## config.mk

```make
export PLATFORM = sky130hd
export DESIGN_NAME = ipv4_tcp_udp_header_classifier
export DESIGN_NICKNAME = d
export VERILOG_FILES = /design/src/iphc_pkg.sv /design/src/ipv4_tcp_udp_header_classifier.sv /design/src/iphc_parser.sv /design/src/iphc_record.sv
export VERILOG_INCLUDE_DIRS = /design/src /design/src/src
export SDC_FILE = /design/constraint.sdc
export NUM_CORES = 1
export LEC_CHECK = 0
export BUFFER_PORTS_ARGS = -buffer_cell sky130_fd_sc_hd__buf_4
export CORE_MARGIN = 4
export CORE_UTILIZATION = 55
export DETAILED_ROUTE_END_ITERATION = 6
export PLACE_DENSITY = 0.8
export REMOVE_ABC_BUFFERS = 1
export SETUP_SLACK_MARGIN = 0.3
export SKIP_CTS_REPAIR_TIMING = 1
export SYNTH_ARGS = -nofsm -noshare
export SYNTH_HDL_FRONTEND = slang
export SYNTH_SLANG_ARGS = --single-unit
```

## constraint.sdc

```tcl
create_clock -name clk -period 10.7 [get_ports clk]
set_input_delay 0 -clock clk [delete_from_list [all_inputs] [get_ports clk]]
set_output_delay 0 -clock clk [all_outputs]
set_load 0.03 [all_outputs]
```

## src/ipv4_tcp_udp_header_classifier_defines.svh

```systemverilog
// Assertion macros for the IPv4 TCP/UDP header classifier.
// Used by the top level only; expects clk and rst_n in scope.
`ifndef IPV4_TCP_UDP_HEADER_CLASSIFIER_DEFINES_SVH
`define IPV4_TCP_UDP_HEADER_CLASSIFIER_DEFINES_SVH

// Same-cycle implication, checked out of reset.
`define IPHC_ASSERT_NOW(name, trig, expr, msg) \
    name: assert property (@(posedge clk) disable iff (!rst_n) (trig) |-> (expr)) \
        else $error(msg);

// Next-cycle implication, checked out of reset.
`define IPHC_ASSERT_NEXT(name, trig, expr, msg) \
    name: assert property (@(posedge clk) disable iff (!rst_n) (trig) |=> (expr)) \
        else $error(msg);

`endif

```

## src/iphc_pkg.sv

```systemverilog
// Shared types, constants and helpers for the IPv4 TCP/UDP header classifier.
// No dependencies; imported by iphc_parser, iphc_record and the top level.
package iphc_pkg;

    localparam int POS_W           = 17;
    localparam int COUNT_WIDTH_DEF = 32;
    localparam int ETH_HDR_BYTES   = 14;

    localparam logic [POS_W-1:0] POS_MAX      = 17'h1FFFF;
    localparam logic [POS_W-1:0] POS_ETYPE_HI = 17'd12;
    localparam logic [POS_W-1:0] POS_ETYPE_LO = 17'd13;
    localparam logic [POS_W-1:0] POS_IHL      = 17'd14;
    localparam logic [POS_W-1:0] POS_LEN_HI   = 17'd16;
    localparam logic [POS_W-1:0] POS_LEN_LO   = 17'd17;
    localparam logic [POS_W-1:0] POS_PROTO    = 17'd23;
    localparam logic [POS_W-1:0] POS_SRC_FIRST = 17'd26;
    localparam logic [POS_W-1:0] POS_SRC_LAST  = 17'd29;
    localparam logic [POS_W-1:0] POS_DST_FIRST = 17'd30;
    localparam logic [POS_W-1:0] POS_DST_LAST  = 17'd33;

    // Offsets into the transport header
    localparam logic [POS_W-1:0] TOFF_PORTS_END = 17'd4;
    localparam logic [POS_W-1:0] TOFF_DOFF      = 17'd12;
    localparam logic [POS_W-1:0] TOFF_FLAGS     = 17'd13;

    localparam logic [15:0] ETHERTYPE_IPV4 = 16'h0800;
    localparam logic [7:0]  PROTO_TCP      = 8'd6;
    localparam logic [7:0]  PROTO_UDP      = 8'd17;
    localparam logic [6:0]  UDP_HDR_BYTES  = 7'd8;
    localparam logic [15:0] CSUM_ALL_ONES  = 16'hFFFF;

    typedef enum logic [1:0] {
        CLASS_NON_IP = 2'd0,
        CLASS_TCP    = 2'd1,
        CLASS_UDP    = 2'd2,
        CLASS_OTHER  = 2'd3
    } iphc_class_t;

    typedef struct packed {
        logic [7:0] frame_byte;
        logic       end_of_frame;
    } iphc_in_t;

    typedef struct packed {
        logic [1:0]  packet_class;
        logic        checksum_ok;
        logic        truncated;
        logic [15:0] source_port;
        logic [15:0] dest_port;
        logic [7:0]  tcp_flag_bits;
        logic [15:0] payload_bytes;
        logic [31:0] source_ip;
        logic [31:0] dest_ip;
        logic [31:0] tcp_total;
        logic [31:0] udp_total;
        logic [31:0] other_ip_total;
    } iphc_out_t;

    // Per-frame header state as it stands after the current beat
    typedef struct packed {
        logic [POS_W-1:0] last_pos;
        logic [15:0]      etype;
        logic [3:0]       ihl;
        logic [15:0]      ip_len;
        logic [7:0]       proto;
        logic [31:0]      src_ip;
        logic [31:0]      dst_ip;
        logic [31:0]      ports;
        logic [3:0]       doff;
        logic [7:0]       flags;
        logic [17:0]      csum_raw;   // unfolded segment + pseudo-header sum
    } iphc_frame_t;

    // Header length in bytes from a 32-bit-word count, floor of five words
    function automatic logic [5:0] hdr_bytes(input logic [3:0] words);
        hdr_bytes = (words < 4'd5) ? 6'd20 : {words, 2'b00};
    endfunction

endpackage

```

## src/ipv4_tcp_udp_header_classifier.sv

```systemverilog
// IPv4 TCP/UDP header classifier: one frame byte per beat in, one record per frame out.
// Throughput: one byte per cycle; a byte is accepted every cycle unless a held last byte waits for the record slot.
// A frame's last byte is registered on accept and parsed once the record slot is free; its
// record is then captured in the result register, which raises rec_valid.
// Reset (rst_n, async, active low) clears frame state, class counters and both valids.
// Depends on iphc_pkg, iphc_parser, iphc_record and the defines header.
`include "ipv4_tcp_udp_header_classifier_defines.svh"

module ipv4_tcp_udp_header_classifier
    import iphc_pkg::*;
#(
    parameter int COUNT_WIDTH = COUNT_WIDTH_DEF   // 8 to 64
)
(
    input  logic      clk,
    input  logic      rst_n,
    input  logic      byte_valid,
    output logic      byte_ready,
    input  iphc_in_t  byte_data,
    output logic      rec_valid,
    input  logic      rec_ready,
    output iphc_out_t rec_data
);

    logic        in_valid_reg, in_valid_next;
    iphc_in_t    in_beat_reg;
    logic        accept;
    logic        rec_free;
    logic        proc_fire;
    logic        take;
    iphc_frame_t frame;

    // a last-byte beat waits only when the record slot is still full
    assign rec_free   = !rec_valid || rec_ready;
    assign proc_fire  = in_valid_reg && (!in_beat_reg.end_of_frame || rec_free);
    assign take       = proc_fire && in_beat_reg.end_of_frame;
    assign byte_ready = !in_valid_reg || proc_fire;
    assign accept     = byte_valid && byte_ready;

    always_comb
    begin
        if (accept)
            in_valid_next = 1'b1;
        else if (proc_fire)
            in_valid_next = 1'b0;
        else
            in_valid_next = in_valid_reg;
    end

    always_ff @(posedge clk or negedge rst_n)
    begin
        if (!rst_n)
            in_valid_reg <= 1'b0;
        else
            in_valid_reg <= in_valid_next;
    end

    always_ff @(posedge clk)
    begin
        if (accept)
            in_beat_reg <= byte_data;
    end

    iphc_parser u_parser (
        .clk   (clk),
        .rst_n (rst_n),
        .beat  (in_beat_reg),
        .fire  (proc_fire),
        .frame (frame)
    );

    iphc_record #(
        .COUNT_WIDTH (COUNT_WIDTH)
    ) u_record (
        .clk       (clk),
        .rst_n     (rst_n),
        .frame     (frame),
        .take      (take),
        .rec_ready (rec_ready),
        .rec_valid (rec_valid),
        .rec_data  (rec_data)
    );

    `IPHC_ASSERT_NEXT(a_eof_makes_record, take, rec_valid, "last byte did not produce a record")
    `IPHC_ASSERT_NEXT(a_eof_held_on_stall, in_valid_reg && in_beat_reg.end_of_frame && rec_valid && !rec_ready, in_valid_reg, "stalled last byte was dropped")
    `IPHC_ASSERT_NOW(a_ok_only_full_tcp, rec_valid && rec_data.checksum_ok, (rec_data.packet_class == CLASS_TCP) && !rec_data.truncated, "checksum_ok outside complete TCP")
    `IPHC_ASSERT_NOW(a_non_ip_zeroed, rec_valid && (rec_data.packet_class == CLASS_NON_IP), (rec_data.source_ip == 32'd0) && (rec_data.source_port == 16'd0) && (rec_data.payload_bytes == 16'd0), "non-IPv4 record carries header fields")

endmodule

```

## src/iphc_parser.sv

```systemverilog
// Byte-position parser: captures header fields and runs the TCP checksum sum.
// Depends on iphc_pkg.
module iphc_parser
    import iphc_pkg::*;
(
    input  logic        clk,
    input  logic        rst_n,
    input  iphc_in_t    beat,
    input  logic        fire,
    output iphc_frame_t frame
);

    logic [POS_W-1:0] pos_reg,   pos_next;
    logic [15:0]      etype_reg, etype_next;
    logic [3:0]       ihl_reg,   ihl_next;
    logic [15:0]      len_reg,   len_next;
    logic [7:0]       proto_reg, proto_next;
    logic [31:0]      src_reg,   src_next;
    logic [31:0]      dst_reg,   dst_next;
    logic [31:0]      ports_reg, ports_next;
    logic [3:0]       doff_reg,  doff_next;
    logic [7:0]       flags_reg, flags_next;
    logic [15:0]      acc_reg,   acc_next;
    logic [7:0]       held_reg,  held_next;

    logic [7:0]       b;
    logic [5:0]       hl;
    logic [6:0]       start;
    logic             in_hdr;
    logic [POS_W-1:0] t;
    logic [POS_W-1:0] seg_end;
    logic             in_seg;
    logic [15:0]      seg;
    logic             pseudo;
    logic [15:0]      word_add;
    logic [16:0]      acc_sum;
    logic [15:0]      pad;

    always_comb
    begin
        b       = beat.frame_byte;
        hl      = hdr_bytes(ihl_reg);
        start   = 7'(ETH_HDR_BYTES) + {1'b0, hl};
        in_hdr  = pos_reg >= {10'b0, start};
        t       = pos_reg - {10'b0, start};
        // segment spans [start, 14 + ip_len); empty when ip_len <= header length
        seg_end = 17'(ETH_HDR_BYTES) + {1'b0, len_reg};
        in_seg  = in_hdr && (pos_reg < seg_end);
        seg     = (len_reg > {10'b0, hl}) ? (len_reg - {10'b0, hl}) : 16'd0;
        // pseudo-header address words close on the odd address bytes
        pseudo  = (pos_reg == 17'd27) || (pos_reg == 17'd29) ||
                  (pos_reg == 17'd31) || (pos_reg == POS_DST_LAST);

        etype_next = etype_reg;
        ihl_next   = ihl_reg;
        len_next   = len_reg;
        proto_next = proto_reg;
        src_next   = src_reg;
        dst_next   = dst_reg;
        ports_next = ports_reg;
        doff_next  = doff_reg;
        flags_next = flags_reg;
        held_next  = held_reg;
        word_add   = 16'd0;

        if (pos_reg == POS_ETYPE_HI)
            etype_next[15:8] = b;
        else if (pos_reg == POS_ETYPE_LO)
            etype_next[7:0] = b;
        else if (pos_reg == POS_IHL)
            ihl_next = b[3:0];
        else if (pos_reg == POS_LEN_HI)
            len_next[15:8] = b;
        else if (pos_reg == POS_LEN_LO)
            len_next[7:0] = b;
        else if (pos_reg == POS_PROTO)
            proto_next = b;
        else if (pos_reg >= POS_SRC_FIRST && pos_reg <= POS_SRC_LAST)
            src_next = {src_reg[23:0], b};
        else if (pos_reg >= POS_DST_FIRST && pos_reg <= POS_DST_LAST)
            dst_next = {dst_reg[23:0], b};

        if (pseudo)
            word_add = {(pos_reg < POS_DST_FIRST) ? src_reg[7:0] : dst_reg[7:0], b};

        if (in_hdr)
        begin
            if (t < TOFF_PORTS_END)
                ports_next = {ports_reg[23:0], b};
            else if (t == TOFF_DOFF)
                doff_next = b[7:4];
            else if (t == TOFF_FLAGS)
                flags_next = b;
        end

        // start is even, so segment word parity follows the byte position
        if (in_seg)
        begin
            if (!pos_reg[0])
                held_next = b;
            else
                word_add = {held_reg, b};
        end

        acc_sum  = {1'b0, acc_reg} + {1'b0, word_add};
        acc_next = acc_sum[15:0] + {15'd0, acc_sum[16]};

        pad = seg[0] ? {held_next, 8'h00} : 16'd0;

        if (pos_reg < POS_MAX)
            pos_next = pos_reg + 17'd1;
        else
            pos_next = pos_reg;

        frame.last_pos   = pos_reg;
        frame.etype      = etype_next;
        frame.ihl        = ihl_next;
        frame.ip_len     = len_next;
        frame.proto      = proto_next;
        frame.src_ip     = src_next;
        frame.dst_ip     = dst_next;
        frame.ports      = ports_next;
        frame.doff       = doff_next;
        frame.flags      = flags_next;
        // end-around sum is only compared mod 0xFFFF, so terms may be reordered
        frame.csum_raw   = {2'b0, acc_reg} + {2'b0, word_add} + {2'b0, pad} +
                           {2'b0, seg} + {2'b0, 8'd0, PROTO_TCP};
    end

    always_ff @(posedge clk or negedge rst_n)
    begin
        if (!rst_n)
        begin
            pos_reg   <= '0;
            etype_reg <= '0;
            ihl_reg   <= '0;
            len_reg   <= '0;
            proto_reg <= '0;
            src_reg   <= '0;
            dst_reg   <= '0;
            ports_reg <= '0;
            doff_reg  <= '0;
            flags_reg <= '0;
            acc_reg   <= '0;
            held_reg  <= '0;
        end
        else if (fire)
        begin
            if (beat.end_of_frame)
            begin
                pos_reg   <= '0;
                etype_reg <= '0;
                ihl_reg   <= '0;
                len_reg   <= '0;
                proto_reg <= '0;
                src_reg   <= '0;
                dst_reg   <= '0;
                ports_reg <= '0;
                doff_reg  <= '0;
                flags_reg <= '0;
                acc_reg   <= '0;
                held_reg  <= '0;
            end
            else
            begin
                pos_reg   <= pos_next;
                etype_reg <= etype_next;
                ihl_reg   <= ihl_next;
                len_reg   <= len_next;
                proto_reg <= proto_next;
                src_reg   <= src_next;
                dst_reg   <= dst_next;
                ports_reg <= ports_next;
                doff_reg  <= doff_next;
                flags_reg <= flags_next;
                acc_reg   <= acc_next;
                held_reg  <= held_next;
            end
        end
    end

endmodule

```

## src/iphc_record.sv

```systemverilog
// Frame-end record builder: class, truncation, payload size, checksum verdict,
// saturating class counters and the result register. Depends on iphc_pkg.
module iphc_record
    import iphc_pkg::*;
#(
    parameter int COUNT_WIDTH = COUNT_WIDTH_DEF
)
(
    input  logic        clk,
    input  logic        rst_n,
    input  iphc_frame_t frame,
    input  logic        take,
    input  logic        rec_ready,
    output logic        rec_valid,
    output iphc_out_t   rec_data
);

    logic                   valid_reg, valid_next;
    iphc_out_t              res_reg,   res_next;
    logic [COUNT_WIDTH-1:0] cnt_reg  [3];
    logic [COUNT_WIDTH-1:0] cnt_next [3];

    logic [POS_W:0]         len;
    logic                   short_frame;
    logic                   ipv4;
    iphc_class_t            cls;
    logic [1:0]             cidx;
    logic [5:0]             hl;
    logic [6:0]             thl;
    logic [6:0]             hdrs;
    logic [15:0]            need_body;
    logic [POS_W-1:0]       need;
    logic                   trunc;
    logic [15:0]            pay;
    logic [16:0]            f1;
    logic [15:0]            f2;
    logic                   ports_valid;
    logic [COUNT_WIDTH+31:0] wide [3];

    always_comb
    begin
        len         = {1'b0, frame.last_pos} + 18'd1;
        short_frame = len < 18'(ETH_HDR_BYTES);
        ipv4        = !short_frame && (frame.etype == ETHERTYPE_IPV4);
        hl          = hdr_bytes(frame.ihl);

        if (frame.proto == PROTO_TCP)
        begin
            cls = CLASS_TCP;
            thl = {1'b0, hdr_bytes(frame.doff)};
        end
        else if (frame.proto == PROTO_UDP)
        begin
            cls = CLASS_UDP;
            thl = UDP_HDR_BYTES;
        end
        else
        begin
            cls = CLASS_OTHER;
            thl = 7'd0;
        end

        cidx = (cls == CLASS_TCP) ? 2'd0 : ((cls == CLASS_UDP) ? 2'd1 : 2'd2);

        hdrs      = {1'b0, hl} + thl;
        need_body = ({9'd0, hdrs} > frame.ip_len) ? {9'd0, hdrs} : frame.ip_len;
        need      = 17'(ETH_HDR_BYTES) + {1'b0, need_body};
        trunc     = short_frame || (ipv4 && (len < {1'b0, need}));
        pay       = (frame.ip_len > {9'd0, hdrs}) ? (frame.ip_len - {9'd0, hdrs}) : 16'd0;

        f1 = {1'b0, frame.csum_raw[15:0]} + {15'd0, frame.csum_raw[17:16]};
        f2 = f1[15:0] + {15'd0, f1[16]};

        for (int k = 0; k < 3; k++)
        begin
            cnt_next[k] = cnt_reg[k];
            if (take && ipv4 && (cidx == 2'(k)) && (cnt_reg[k] != '1))
                cnt_next[k] = cnt_reg[k] + COUNT_WIDTH'(1);
            wide[k] = {32'd0, cnt_next[k]};
        end

        ports_valid = ipv4 && (cls != CLASS_OTHER);

        res_next.packet_class   = ipv4 ? cls : CLASS_NON_IP;
        res_next.checksum_ok    = ipv4 && (cls == CLASS_TCP) && !trunc && (f2 == CSUM_ALL_ONES);
        res_next.truncated      = trunc;
        res_next.source_port    = ports_valid ? frame.ports[31:16] : 16'd0;
        res_next.dest_port      = ports_valid ? frame.ports[15:0] : 16'd0;
        res_next.tcp_flag_bits  = (ipv4 && (cls == CLASS_TCP)) ? frame.flags : 8'd0;
        res_next.payload_bytes  = ipv4 ? pay : 16'd0;
        res_next.source_ip      = ipv4 ? frame.src_ip : 32'd0;
        res_next.dest_ip        = ipv4 ? frame.dst_ip : 32'd0;
        res_next.tcp_total      = wide[0][31:0];
        res_next.udp_total      = wide[1][31:0];
        res_next.other_ip_total = wide[2][31:0];

        if (take)
            valid_next = 1'b1;
        else if (rec_ready)
            valid_next = 1'b0;
        else
            valid_next = valid_reg;
    end

    always_ff @(posedge clk or negedge rst_n)
    begin
        if (!rst_n)
        begin
            valid_reg <= 1'b0;
            for (int k = 0; k < 3; k++)
                cnt_reg[k] <= '0;
        end
        else
        begin
            valid_reg <= valid_next;
            for (int k = 0; k < 3; k++)
                cnt_reg[k] <= cnt_next[k];
        end
    end

    always_ff @(posedge clk)
    begin
        if (take)
            res_reg <= res_next;
    end

    assign rec_valid = valid_reg;
    assign rec_data  = res_reg;

endmodule
```

==> insert_results.sql <==
INSERT INTO impl_metrics (metric_group, metric, value, unit) VALUES
('logic_synthesis', 'synth.lib_cells_used.distinct', '82', ''),
('route', 'detail_route.vias_per_cell', '6.15', ''),
('floorplanning', 'chipWidth', '231', 'um'),
('finish', 'finish.net_count', '2951', ''),
('critical_path', 'timing_worst_setup_path_type', 'reg2reg', ''),
('route', 'dr.first_iter.drc_count', '2234', ''),
('critical_path', 'crit_path_max_incr_delay', '0.54', 'ns'),
('placed_design', 'portBuffers', '234', ''),
('floorplanning', 'placementRows', '81', ''),
('power', 'netSwitchingPower', '1.11', 'mW'),
('sta', 'setup_slack', '0.779', 'ns'),
('placed_design', 'dpl_cell_area', '29800', 'um2'),
('finish', 'nFillCells', '3718', ''),
('global_routing', 'grt_first_pass_wirelength', '117', 'mm'),
('power', 'power.ir.vdd_worst', '0.000110', 'V'),
('cts', 'cts_tree', 'built', ''),
('global_routing', 'gr-usage-all-layers', '0.271', ''),
('logic_synthesis', 'ys_seq_area_frac', '0.517', ''),
('critical_path', 'endpoint_kind', 'flop', ''),
('floorplanning', 'core-area', '49100', 'um2'),
('critical_path', 'reg2reg_depth', '46', ''),
('critical_path', 'rrSetupSlack', '0.78', 'ns'),
('power', 'sequentialPowerShare', '0.486', ''),
('cts', 'worst_skew_pair.late_latency', '0.61', 'ns'),
('power', 'p_comb_frac', '0.076', ''),
('cts', 'clock_tree.root_cell', 'sky130_fd_sc_hd__clkbuf_16', ''),
('logic_synthesis', 'netlist_area', '27400', 'um2'),
('global_routing', 'grt_max_degree', '176', ''),
('power', 'cellLeakagePower', '13.9', 'nW'),
('finish', 'mostFrequentLayoutCells', 'sky130_fd_sc_hd__nand2_1 (348), sky130_fd_sc_hd__buf_4 (293), sky130_fd_sc_hd__dfrtp_1 (286), sky130_fd_sc_hd__edfxtp_1 (229), sky130_fd_sc_hd__nor2_1 (148)', ''),
('cts', 'clk_pin_slew_worst_paths', '0.06', 'ns'),
('route', 'postRouteWirelength', '75.6', 'mm'),
('sta', 'slew_viol_final', '0', ''),
('cts', 'cts-htree-levels', '2', ''),
('logic_synthesis', 'flops_latches_synth', '520', ''),
('floorplanning', 'die-area', '53400', 'um2'),
('global_routing', 'number_of_antenna_violations_at_the_first_check_in_global_routing', '1', ''),
('critical_path', 'critPathLaunchType', 'flop', ''),
('sta', 'finalSetupViolations', '0', ''),
('sta', 'tns_setup', '0', 'ns'),
('logic_synthesis', 'synth.yosys.warnings', '0', ''),
('power', 'clkPwrFrac', '0.438', ''),
('sta', 'max_slew.worst_pin.slew', '1.22', 'ns'),
('finish', 'post_route_utilization', '0.657', ''),
('critical_path', 'rr_endpoint', 'u_record.rec_data[217]', ''),
('sta', 'period_utilisation_layout', '0.927', ''),
('critical_path', 'critical_path.slowest_cell', 'sky130_fd_sc_hd__fa_1', ''),
('run_status', 'result_of_the_run', 'complete, no violations', ''),
('finish', 'areaGrowthSynthToFinish', '17.7', '%'),
('sta', 'finalWorstPathRequiredPeriod', '9.92', 'ns'),
('route', 'routed_wire_length_per_instance', '21.4', 'um'),
('logic_synthesis', 'synth_cells', '2592', ''),
('power', 'power_density', '142', 'nW/um2'),
('critical_path', 'crit_arrival', '10.35', 'ns'),
('logic_synthesis', 'synth-async-reset-ratio', '0.560', ''),
('logic_synthesis', 'postSynth.topFlopCell', 'sky130_fd_sc_hd__dfrtp_1', ''),
('route', 'vias', '21704', ''),
('floorplanning', 'initial_utilization', '0.558', ''),
('cts', 'clk_path_buf_depth', '3', ''),
('power', 'fraction_of_power_spent_switching_nets', '0.242', ''),
('worst_hold_path', 'hp-class', 'in2async', ''),
('run', 'max_cap_violations', '0', ''),
('sta', 'timing.slew.headroom', '0.186', ''),
('cts', 'tritoncts.num_buffers', '53', ''),
('floorplanning', 'vertical_die_dimension', '231', 'um'),
('sta', 'rsz0062_at_grt', 'false', ''),
('critical_path', 'r2r_start', 'u_parser.len_reg[6]', ''),
('placed_design', 'place_congestion', '1.00', ''),
('critical_path', 'critical_path_peak_fanout', '6', ''),
('placed_design', 'place_hpwl', '51.2', 'mm'),
('logic_synthesis', 'count_of_flip_flops_with_a_built_in_enable_after_synthesis', '229', '');
-- worst max-delay path: cells and delay by family, from the launching register on --
| kind | cells | cell delay [ns] |
|---|---|---|
| AOI/OAI and AO/OA | 14 | 2.92 |
| adders and majority gates | 9 | 2.50 |
| xor gates and xnor gates | 3 | 0.43 |
| buffers and inverters | 2 | 0.12 |
| and+or+nand+nor | 18 | 3.31 |
| DFF | 1 | 0.42 |
-- cell type report --
type | count | area (um2) | share of cell area
inverters | 72 | 278 | 0.00862
clock buffers | 74 | 1510 | 0.0468
repair buffers | 308 | 2360 | 0.0732
diodes | 1 | 2.50 | 0.0000777
well taps | 664 | 831 | 0.0258
clock inverters | 26 | 395 | 0.0123
flip-flops and latches | 520 | 14200 | 0.440
multi-input cells | 1862 | 12700 | 0.394
-- cell usage after synthesis (8+ instances only) --
| cell | number | area share |
|---|---|---|
| sky130_fd_sc_hd__clkbuf_1 | 119 | 0.016 |
| sky130_fd_sc_hd__nand3_1 | 75 | 0.014 |
| sky130_fd_sc_hd__o31ai_1 | 17 | 0.0047 |
| sky130_fd_sc_hd__a211oi_1 | 9 | 0.0025 |
| sky130_fd_sc_hd__nor3_1 | 65 | 0.012 |
| sky130_fd_sc_hd__buf_1 | 9 | 0.0012 |
| sky130_fd_sc_hd__nand2_1 | 350 | 0.048 |
| sky130_fd_sc_hd__a211o_1 | 8 | 0.0026 |
| sky130_fd_sc_hd__a21boi_0 | 35 | 0.0096 |
| sky130_fd_sc_hd__and4_1 | 16 | 0.0051 |
| sky130_fd_sc_hd__a21oi_1 | 118 | 0.022 |
| sky130_fd_sc_hd__o21ai_1 | 8 | 0.0015 |
| sky130_fd_sc_hd__xnor2_1 | 130 | 0.042 |
| sky130_fd_sc_hd__nor2b_1 | 16 | 0.0037 |
| sky130_fd_sc_hd__inv_1 | 72 | 0.0099 |
| sky130_fd_sc_hd__fa_1 | 15 | 0.011 |
| sky130_fd_sc_hd__mux2i_1 | 67 | 0.024 |
| sky130_fd_sc_hd__nor4_1 | 26 | 0.0059 |
| sky130_fd_sc_hd__o21bai_1 | 8 | 0.0022 |
| sky130_fd_sc_hd__ha_1 | 106 | 0.048 |
| sky130_fd_sc_hd__dfrtp_1 | 291 | 0.27 |
| sky130_fd_sc_hd__nor3b_1 | 9 | 0.0025 |
| sky130_fd_sc_hd__nand2b_1 | 18 | 0.0041 |
| sky130_fd_sc_hd__or2_2 | 9 | 0.0021 |
| sky130_fd_sc_hd__o21ai_0 | 132 | 0.024 |
| sky130_fd_sc_hd__buf_2 | 8 | 0.0015 |
| sky130_fd_sc_hd__mux2_2 | 14 | 0.0058 |
| sky130_fd_sc_hd__nand4_1 | 41 | 0.0094 |
| sky130_fd_sc_hd__or3_1 | 14 | 0.0032 |
| sky130_fd_sc_hd__edfxtp_1 | 229 | 0.25 |
| sky130_fd_sc_hd__and2_1 | 31 | 0.0071 |
| sky130_fd_sc_hd__and3_1 | 39 | 0.0089 |
| sky130_fd_sc_hd__xor2_1 | 76 | 0.024 |
| sky130_fd_sc_hd__a22oi_1 | 20 | 0.0055 |
| sky130_fd_sc_hd__a31oi_1 | 8 | 0.0018 |
| sky130_fd_sc_hd__a22o_1 | 110 | 0.035 |
| sky130_fd_sc_hd__a21o_1 | 23 | 0.0063 |
| sky130_fd_sc_hd__nor2_1 | 150 | 0.021 |
-- power by group through the flow --
stage / registers (mW) / clock network (mW) / logic [mW]
6_report: 2.23 / 2.01 / 0.347
5_1_grt: 2.23 / 2.12 / 0.379
4_1_cts: 2.22 / 2.03 / 0.342
3_5_place_dp: 2.26 / 0 / 0.340
3_3_place_gp: 2.26 / 0 / 0.328
2_1_floorplan: 2.31 / 0 / 0.152
-- cell families after synthesis --
kind of cell    Yosys count  synth area share
compound gates          556             0.138
fa+ha+maj               121            0.0594
buf+inv                 210            0.0297
simple gates            898             0.160
xor+xnor                206            0.0659
mux                      81            0.0302
flops                   520             0.517
-- worst max-delay path by stage --
stage / slack, ns / to / depth (start not counted) / startpoint
after CTS: -0.1 / u_record.rec_data[217] / 46 / u_parser.len_reg[1]
after global routing: 0.18 / u_record.rec_data[217] / 46 / u_parser.len_reg[6]
after floorplan: -0.34 / u_record.rec_data[217] / 46 / u_parser.len_reg[6]
after detailed placement: -0.05 / u_record.rec_data[217] / 46 / u_parser.len_reg[1]
after global placement: 0.40 / u_record.rec_data[217] / 46 / u_parser.len_reg[1]
final: 0.78 / u_record.rec_data[217] / 46 / u_parser.len_reg[6]
-- layer usage --
layer,vias up,routed length (um),global-route usage
met5,-,13,0
met3,202,5040,0.0403
met4,2,2960,0.0981
met2,909,36900,0.449
li1,9819,-,-
met1,10772,30700,0.366
No activity file was read; power rests on OpenSTA's default activity.
